<file path="src/rtl/core/abst_pkg.sv">
// ----------------------------------------------------------------------------
// abst_pkg
// Shared constants, codes and types for the implicit-array BST unit.
// ----------------------------------------------------------------------------
package abst_pkg;

    localparam int LEVELS  = 6;
    localparam int SLOTS   = (1 << LEVELS) - 1;
    localparam int ADDR_W  = LEVELS;
    localparam int IDX_W   = LEVELS + 1;
    localparam int KEY_W   = 8;
    localparam int CMD_W   = 2;
    localparam int STAT_W  = 3;
    localparam int SLOT_W  = 6;

    localparam logic [IDX_W-1:0] SLOTS_IDX = IDX_W'(SLOTS);

    localparam logic [CMD_W-1:0] CMD_INSERT = 2'd0;
    localparam logic [CMD_W-1:0] CMD_PRE    = 2'd1;
    localparam logic [CMD_W-1:0] CMD_POST   = 2'd2;

    localparam logic [STAT_W-1:0] ST_INSERTED = 3'd0;
    localparam logic [STAT_W-1:0] ST_DUP      = 3'd1;
    localparam logic [STAT_W-1:0] ST_OVERFLOW = 3'd2;
    localparam logic [STAT_W-1:0] ST_NODE     = 3'd3;
    localparam logic [STAT_W-1:0] ST_EMPTY    = 3'd4;

    typedef enum logic [3:0] {
        S_IDLE,
        S_INS_RD,
        S_INS_EVAL,
        S_TRV_RD,
        S_TRV_EVAL,
        S_TRV_UP,
        S_TRV_PRD,
        S_TRV_PEVAL,
        S_DONE
    } state_t;

    typedef struct packed {
        logic [STAT_W-1:0] status;
        logic [KEY_W-1:0]  node_key;
        logic [SLOT_W-1:0] slot;
        logic              last;
    } res_t;

    function automatic logic [SLOT_W-1:0] to_slot(input logic [IDX_W-1:0] idx);
        return SLOT_W'(idx);
    endfunction

    function automatic res_t make_res(input logic [STAT_W-1:0] status,
                                      input logic [KEY_W-1:0]  node_key,
                                      input logic [IDX_W-1:0]  idx);
        res_t r;
        r.status   = status;
        r.node_key = node_key;
        r.slot     = to_slot(idx);
        r.last     = 1'b0;
        return r;
    endfunction

endpackage

</file>
<file path="src/rtl/core/abst_ram.sv">
// ----------------------------------------------------------------------------
// abst_ram
// Generic single-write, single-read RAM with a registered read port.
// ----------------------------------------------------------------------------
module abst_ram #(
    parameter int WIDTH = 8,
    parameter int DEPTH = 63
) (
    input  logic                     clk,
    input  logic                     we,
    input  logic [$clog2(DEPTH)-1:0] waddr,
    input  logic [WIDTH-1:0]         wdata,
    input  logic                     re,
    input  logic [$clog2(DEPTH)-1:0] raddr,
    output logic [WIDTH-1:0]         rdata
);

    logic [WIDTH-1:0] mem [DEPTH];
    logic [WIDTH-1:0] rdata_reg;

    always_ff @(posedge clk)
    begin
        if (we)
        begin
            mem[waddr] <= wdata;
        end
        if (re)
        begin
            rdata_reg <= mem[raddr];
        end
    end

    assign rdata = rdata_reg;

endmodule

</file>
<file path="src/rtl/core/abst_engine.sv">
// ----------------------------------------------------------------------------
// abst_engine
// Sequencer for insert walks and stackless pre/post-order traversals over
// the slot RAM. Holds one result back so the final one can carry last.
// ----------------------------------------------------------------------------
module abst_engine (
    input  logic                       clk,
    input  logic                       rst_n,
    input  logic                       item_valid,
    output logic                       item_stall,
    input  logic [abst_pkg::CMD_W-1:0] cmd,
    input  logic [abst_pkg::KEY_W-1:0] key,
    output logic                       res_valid,
    input  logic                       res_stall,
    output abst_pkg::res_t             res
);

    import abst_pkg::*;

    state_t              state_reg, state_next;
    logic [IDX_W-1:0]    idx_reg, idx_next;
    logic [IDX_W-1:0]    prev_reg, prev_next;
    logic [KEY_W-1:0]    key_reg, key_next;
    logic                post_reg, post_next;
    res_t                pend_reg, pend_next;
    logic                pend_valid_reg, pend_valid_next;
    logic [SLOTS-1:0]    occ_reg;
    logic                occ_q_reg;

    logic                ram_re;
    logic                ram_we;
    logic [ADDR_W-1:0]   addr;
    logic [KEY_W-1:0]    ram_rdata;
    logic [KEY_W-1:0]    node;
    logic [IDX_W-1:0]    left_idx;
    logic [IDX_W-1:0]    right_idx;
    logic [IDX_W-1:0]    parent_idx;
    res_t                pend_last;

    assign addr       = idx_reg[ADDR_W-1:0];
    assign node       = occ_q_reg ? ram_rdata : '0;
    assign left_idx   = {idx_reg[IDX_W-2:0], 1'b1};
    assign right_idx  = {idx_reg[IDX_W-2:0] + 1'b1, 1'b0};
    assign parent_idx = {1'b0, idx_reg[IDX_W-1:1] - 1'b1};

    abst_ram #(
        .WIDTH (KEY_W),
        .DEPTH (SLOTS)
    ) u_ram (
        .clk   (clk),
        .we    (ram_we),
        .waddr (addr),
        .wdata (key_reg),
        .re    (ram_re),
        .raddr (addr),
        .rdata (ram_rdata)
    );

    always_ff @(posedge clk or negedge rst_n)
    begin
        if (!rst_n)
        begin
            state_reg <= S_IDLE;
        end
        else
        begin
            state_reg <= state_next;
        end
    end

    always_ff @(posedge clk or negedge rst_n)
    begin
        if (!rst_n)
        begin
            occ_reg        <= '0;
            occ_q_reg      <= 1'b0;
            pend_valid_reg <= 1'b0;
        end
        else
        begin
            if (ram_we)
            begin
                occ_reg[addr] <= 1'b1;
            end
            if (ram_re)
            begin
                occ_q_reg <= occ_reg[addr];
            end
            pend_valid_reg <= pend_valid_next;
        end
    end

    always_ff @(posedge clk)
    begin
        idx_reg  <= idx_next;
        prev_reg <= prev_next;
        key_reg  <= key_next;
        post_reg <= post_next;
        pend_reg <= pend_next;
    end

    always_comb
    begin
        state_next      = state_reg;
        idx_next        = idx_reg;
        prev_next       = prev_reg;
        key_next        = key_reg;
        post_next       = post_reg;
        pend_next       = pend_reg;
        pend_valid_next = pend_valid_reg;
        item_stall      = 1'b1;
        ram_re          = 1'b0;
        ram_we          = 1'b0;
        res_valid       = 1'b0;
        pend_last       = pend_reg;
        pend_last.last  = 1'b1;
        res             = pend_reg;
        res.last        = 1'b0;

        case (state_reg)
            S_IDLE:
            begin
                item_stall = 1'b0;
                if (item_valid)
                begin
                    case (cmd)
                        CMD_INSERT:
                        begin
                            key_next  = key;
                            idx_next  = '0;
                            prev_next = '0;
                            if (key == '0)
                            begin
                                pend_next  = make_res(ST_DUP, '0, '0);
                                state_next = S_DONE;
                            end
                            else
                            begin
                                state_next = S_INS_RD;
                            end
                        end
                        CMD_PRE, CMD_POST:
                        begin
                            post_next       = (cmd == CMD_POST);
                            idx_next        = '0;
                            pend_valid_next = 1'b0;
                            state_next      = S_TRV_RD;
                        end
                        default:
                        begin
                        end
                    endcase
                end
            end

            S_INS_RD:
            begin
                if (idx_reg >= SLOTS_IDX)
                begin
                    pend_next  = make_res(ST_OVERFLOW, key_reg, prev_reg);
                    state_next = S_DONE;
                end
                else
                begin
                    ram_re     = 1'b1;
                    state_next = S_INS_EVAL;
                end
            end

            S_INS_EVAL:
            begin
                if (node == '0)
                begin
                    ram_we     = 1'b1;
                    pend_next  = make_res(ST_INSERTED, key_reg, idx_reg);
                    state_next = S_DONE;
                end
                else if (node == key_reg)
                begin
                    pend_next  = make_res(ST_DUP, key_reg, idx_reg);
                    state_next = S_DONE;
                end
                else
                begin
                    prev_next  = idx_reg;
                    idx_next   = (key_reg > node) ? right_idx : left_idx;
                    state_next = S_INS_RD;
                end
            end

            S_TRV_RD:
            begin
                if (idx_reg >= SLOTS_IDX)
                begin
                    state_next = S_TRV_UP;
                end
                else
                begin
                    ram_re     = 1'b1;
                    state_next = S_TRV_EVAL;
                end
            end

            S_TRV_EVAL:
            begin
                if (node == '0)
                begin
                    if (idx_reg == '0)
                    begin
                        pend_next  = make_res(ST_EMPTY, '0, '0);
                        state_next = S_DONE;
                    end
                    else
                    begin
                        state_next = S_TRV_UP;
                    end
                end
                else if (post_reg)
                begin
                    idx_next   = left_idx;
                    state_next = S_TRV_RD;
                end
                else
                begin
                    res_valid = pend_valid_reg;
                    if (!(pend_valid_reg && res_stall))
                    begin
                        pend_next       = make_res(ST_NODE, node, idx_reg);
                        pend_valid_next = 1'b1;
                        idx_next        = left_idx;
                        state_next      = S_TRV_RD;
                    end
                end
            end

            S_TRV_UP:
            begin
                if (idx_reg == '0)
                begin
                    state_next = S_DONE;
                end
                else if (idx_reg[0])
                begin
                    idx_next   = idx_reg + 1'b1;
                    state_next = S_TRV_RD;
                end
                else
                begin
                    idx_next = parent_idx;
                    if (post_reg)
                    begin
                        state_next = S_TRV_PRD;
                    end
                end
            end

            S_TRV_PRD:
            begin
                ram_re     = 1'b1;
                state_next = S_TRV_PEVAL;
            end

            S_TRV_PEVAL:
            begin
                res_valid = pend_valid_reg;
                if (!(pend_valid_reg && res_stall))
                begin
                    pend_next       = make_res(ST_NODE, node, idx_reg);
                    pend_valid_next = 1'b1;
                    state_next      = S_TRV_UP;
                end
            end

            S_DONE:
            begin
                res_valid = 1'b1;
                res       = pend_last;
                if (!res_stall)
                begin
                    pend_valid_next = 1'b0;
                    state_next      = S_IDLE;
                end
            end

            default:
            begin
                state_next = S_IDLE;
            end
        endcase
    end

endmodule

</file>
<file path="src/rtl/core/array_bst_insert_traverse_unit.sv">
// ----------------------------------------------------------------------------
// array_bst_insert_traverse_unit
// Implicit-array binary search tree of byte keys with insert and dumps.
// ----------------------------------------------------------------------------
// Usage:
//   Input channel item_valid/item_stall carries cmd and key: insert (key),
//   pre-order dump or post-order dump. Code 3 is dropped without a result.
//   Result channel result_valid/result_stall carries status, node_key, slot
//   and last; last marks the final result of an item.
//   One item is worked at a time. An insert costs one slot RAM read per
//   tree level walked, and its result then passes the output register. A
//   dump reads, checks and climbs for each occupied node and each empty
//   child slot inside the array; a child slot past the end of the array
//   is climbed from without a read, and in post-order each node is read
//   again on the way up before its result is handed over. All reads go
//   through the single slot RAM read port.
//   Each result is held back one step so last can be set, then passes an
//   output register; a stalled receiver holds the result and the engine
//   waits, and the next item is taken once the last result has left the
//   engine.
//   Reset clears the tree at once through per-slot occupancy flags; the
//   unit is ready to take an item as soon as reset is released.
// ----------------------------------------------------------------------------
module array_bst_insert_traverse_unit (
    input  logic                        clk,
    input  logic                        rst_n,
    input  logic                        item_valid,
    output logic                        item_stall,
    input  logic [abst_pkg::CMD_W-1:0]  cmd,
    input  logic [abst_pkg::KEY_W-1:0]  key,
    output logic                        result_valid,
    input  logic                        result_stall,
    output logic [abst_pkg::STAT_W-1:0] status,
    output logic [abst_pkg::KEY_W-1:0]  node_key,
    output logic [abst_pkg::SLOT_W-1:0] slot,
    output logic                        last
);

    import abst_pkg::*;

    logic eng_valid;
    logic eng_stall;
    res_t eng_res;
    logic out_valid_reg;
    res_t out_res_reg;

    abst_engine u_engine (
        .clk        (clk),
        .rst_n      (rst_n),
        .item_valid (item_valid),
        .item_stall (item_stall),
        .cmd        (cmd),
        .key        (key),
        .res_valid  (eng_valid),
        .res_stall  (eng_stall),
        .res        (eng_res)
    );

    assign eng_stall = out_valid_reg && result_stall;

    always_ff @(posedge clk or negedge rst_n)
    begin
        if (!rst_n)
        begin
            out_valid_reg <= 1'b0;
        end
        else if (!eng_stall)
        begin
            out_valid_reg <= eng_valid;
        end
    end

    always_ff @(posedge clk)
    begin
        if (!eng_stall && eng_valid)
        begin
            out_res_reg <= eng_res;
        end
    end

    assign result_valid = out_valid_reg;
    assign status       = out_res_reg.status;
    assign node_key     = out_res_reg.node_key;
    assign slot         = out_res_reg.slot;
    assign last         = out_res_reg.last;

endmodule

</file>
<file path="config.mk">
export PLATFORM = sky130hd
export DESIGN_NAME = array_bst_insert_traverse_unit
export DESIGN_NICKNAME = d
export VERILOG_FILES = /design/src/rtl/core/abst_pkg.sv /design/src/rtl/core/abst_ram.sv /design/src/rtl/core/abst_engine.sv /design/src/rtl/core/array_bst_insert_traverse_unit.sv
export SDC_FILE = /design/constraint.sdc
export NUM_CORES = 1
export LEC_CHECK = 0
export BUFFER_PORTS_ARGS = -buffer_cell sky130_fd_sc_hd__buf_2
export CAP_MARGIN = 5
export CELL_PAD_IN_SITES_DETAIL_PLACEMENT = 1
export CELL_PAD_IN_SITES_GLOBAL_PLACEMENT = 2
export CORE_AREA = 4 4 231 233
export DETAILED_ROUTE_END_ITERATION = 16
export DIE_AREA = 0 0 235 237
export MAX_ROUTING_LAYER = met4
export PLACE_DENSITY_LB_ADDON = 0.1
export SLEW_MARGIN = 20
export SYNTH_ARGS = -nofsm -noshare
export SYNTH_HDL_FRONTEND = slang
export SYNTH_HIERARCHICAL = 1
export SYNTH_SLANG_ARGS = --single-unit
</file>
<file path="constraint.sdc">
create_clock -name clk -period 12.84 [get_ports clk]
set_clock_uncertainty 0.1 [all_clocks]
set_input_delay 1.926 -clock clk [delete_from_list [all_inputs] [get_ports clk]]
set_output_delay 1.926 -clock clk [all_outputs]
set_load 0.005 [all_outputs]
</file>
==> key figures <==
Run status
  • Status: complete, no violations

Setup path
  • Critical path capture point type: register
  • Critical Path Fanout Max: 11
  • CP Launch Type: register
  • Flop2flop setup slack: 8.28 ns
  • Worst r2r path cells: 6
  • Crit path capture: u_engine/u_ram/mem[13][4]$_DFFE_PP_
  • Reg2reg start: u_engine/u_ram/rdata[7]$_DFFE_PP_
  • Worst reg2reg path endpoint: u_engine/u_ram/mem[13][4]$_DFFE_PP_
  • Worst path required time: 12.97 ns
  • Worst setup path startpoint: u_engine/u_ram/rdata[7]$_DFFE_PP_
  • Crit path kind: register to register
  • Worst path arrival time: 4.70 ns

Drt
  • DRT iter0 DRCs: 1211
  • DRT antenna net count: 0
  • Vias: 14200
  • Final WL: 65100 um
  • Pre-Repair DR Iteration Count: 5
  • Post-route DRC: 0
  • DR WL/cell: 28.4 um
  • Via/cell ratio: 6.20

GRT
  • Initial antenna violation count: 3
  • Total track usage: 24.2%
  • First-pass GRT wire length: 98700 um
  • Largest net degree at the start of global routing: 111
  • Grt ovf: 0
  • Vias in the first global route: 15400

Synthesis
  • Post-synth EDFFs: 569
  • Mapped cell area: 26300 sq um
  • Async set-or-reset flop fraction in the synthesized netlist: 11.0%
  • Cell variety after synth: 68
  • Post-synth top cells: edfxtp_1 (569), mux4_2 (126), nor2_1 (116)
  • Synth Instances: 1516
  • Dominant cell type by area after synthesis: edfxtp_1
  • Mapped Nets: 1547
  • Avg Cell Area, Syn: 17.4 sq um
  • Largest cells by area after synthesis: edfxtp_1 (65%), mux4_2 (11%), dfrtp_1 (6.7%)
  • Synth warn: 6
  • Sequential area share after synthesis: 71.5%
  • Area share of the leading cell type in the synthesized netlist: 64.9%
  • Yosys reg bits: 639
  • Count leader, synth: edfxtp_1
  • Dominant synthesized flop cell: edfxtp_1

Cells and area
  • Final net count: 1585
  • Design Area, Final: 29400 sq um
  • Max reg flops: 504
  • Area Overhead vs Synth: 11.6%
  • Share of cells above drive strength 1: 19.8%
  • Filler cells: 4555

Worst hold path
  • Hold crit path type: register to register
  • Hold Crit Start: u_engine/pend_last[2]$_DFFE_PP_

Timing
  • Final hold violation count: 0
  • Final TNS setup: 0 ns
  • Count of final max-slew check failures: 0
  • Max Fclk: 219 MHz
  • Final count of negative-setup-slack endpoints: 0
  • Final Cycle Share: 35.5%
  • Period minus WS final: 4.56 ns
  • Slew headroom: 21.0%
  • RSZ-0062 raised after global routing: no
  • Slew @ Worst Pin: 1.18 ns

Floorplanning
  • Die H: 237 um
  • Row cnt: 83
  • Die W: 235 um
  • Total die area: 55700 sq um
  • Effective utilization at floorplan: 51.4%
  • Number of I/O pins: 34
  • Core box area: 51200 sq um

CTS
  • CTS buffer count: 68
  • Clock transition at path regs: 0.06 ns
  • Worst-skew pair later-pin latency: 0.61 ns
  • Clock Sinks: 639
  • Resized cells post-CTS: 0
  • CTS tree: done
  • Postcts setup bufs: 0
  • CTS root buffer: clkbuf_16
  • H-tree depth: 3
  • CTS Buffer Depth: 3
  • Hold bufs inserted after CTS: 0

Placement
  • Port Buffers: 33
  • Placed cell areas: 27100 sq um
  • Post-DP HPWL: 39200 um
  • Gpl congestion: 0.799

Job
  • MaxCap Viol Count: 0

Power and ir drop
  • Peak VDD IR: 0.000137 V
  • Pwr dens: 221 nW/um^2
  • Leak pwr: 9.69 nW
routing by layer:
metal / wire length [um] / share of wire (%) / GRT usage, %
met1: 27400 / 42 / 31.7
met2: 33000 / 51 / 39.4
met3: 2980 / 4.6 / 4.52
met4: 1740 / 2.7 / 7.32
met5: 0 / 0 / -
power by group:
part	switching (mW)	internal (mW)
registers	0.119	2.48
logic	1.18	0.754
clock network	0.801	1.17
critical path: stages (launching register included):
cell and delay [ns]:
edfxtp_1 0.40, or4_1 0.54, o21ai_1 0.63, and2_1 0.74, nor2b_1 0.35, nand3_1 0.60
nor2_1 0.82
cells by family (layout without fill, tap and decap cells):
kind of cell,Yosys count,after routing,synth area share [%]
AOI/OAI and AO/OA,243,243,6.34
xor gates and xnor gates,9,9,0.299
adders and majority gates,17,17,0.808
buffers and inverters,100,192,1.79
DFF,639,639,71.5
muxes,186,186,13.1
other,0,2,0
and+or+nand+nor,322,322,6.12
area by class of cell:
cell class | instances | area, sq um | share of cell area [%]
inverters | 13 | 48.8 | 0.166
clock buffers | 81 | 1800 | 6.13
diodes | 2 | 5.00 | 0.0170
clock inverters | 43 | 457 | 1.55
flip-flops and latches | 639 | 18800 | 64.1
well taps | 680 | 851 | 2.90
multi-input cells | 777 | 7040 | 24.0
repair buffers | 55 | 343 | 1.17
cell usage in the layout, fill, tap and decap left out, drive strengths merged, types with 5 or more instances in the layout:
cell type / n
xnor2: 5
o21bai: 63
nor2: 116
o311ai: 5
o21ai: 43
mux4: 126
inv: 15
nand2b: 9
and2: 14
a31oi: 7
nand2: 70
nand3: 29
buf: 55
clkinv: 31
nor2b: 23
or4: 6
a21oi: 37
dfrtp: 70
and3: 8
bufinv: 8
nor3: 16
nand4: 5
mux2i: 49
clkbuf: 81
edfxtp: 569
a22oi: 31
nand3b: 7
a211oi: 12
mux2: 11
ha: 17
o211ai: 6
stage by stage:
stage                     utilization (%)  instances  worst slack, ns  hold slack [ns]  total power [mW]
after global routing                 57.4       2290             8.09            0.371              6.82
after floorplan                         -       1516             7.74            0.326              3.99
after global placement               53.0       2164             8.43            0.344              4.54
after CTS                            57.4       2288             8.26            0.354              6.56
after detailed placement             53.0       2164             8.27            0.340              4.57
final                                57.4       2290             8.28            0.354              6.51
how the worst min path moves through the flow:
| stage | end | slack (ns) | cells after the start |
|---|---|---|---|
| detailed placement | slot[0]$_DFFE_PP_ | 0.34 | 0 |
| global route | slot[1]$_DFFE_PP_ | 0.37 | 0 |
| floorplan | node_key[0]$_DFFE_PP_ | 0.33 | 0 |
| CTS | slot[0]$_DFFE_PP_ | 0.35 | 0 |
| finish | slot[1]$_DFFE_PP_ | 0.35 | 0 |
| global placement | slot[3]$_DFFE_PP_ | 0.34 | 0 |
Power figures use the tool's default switching activity.
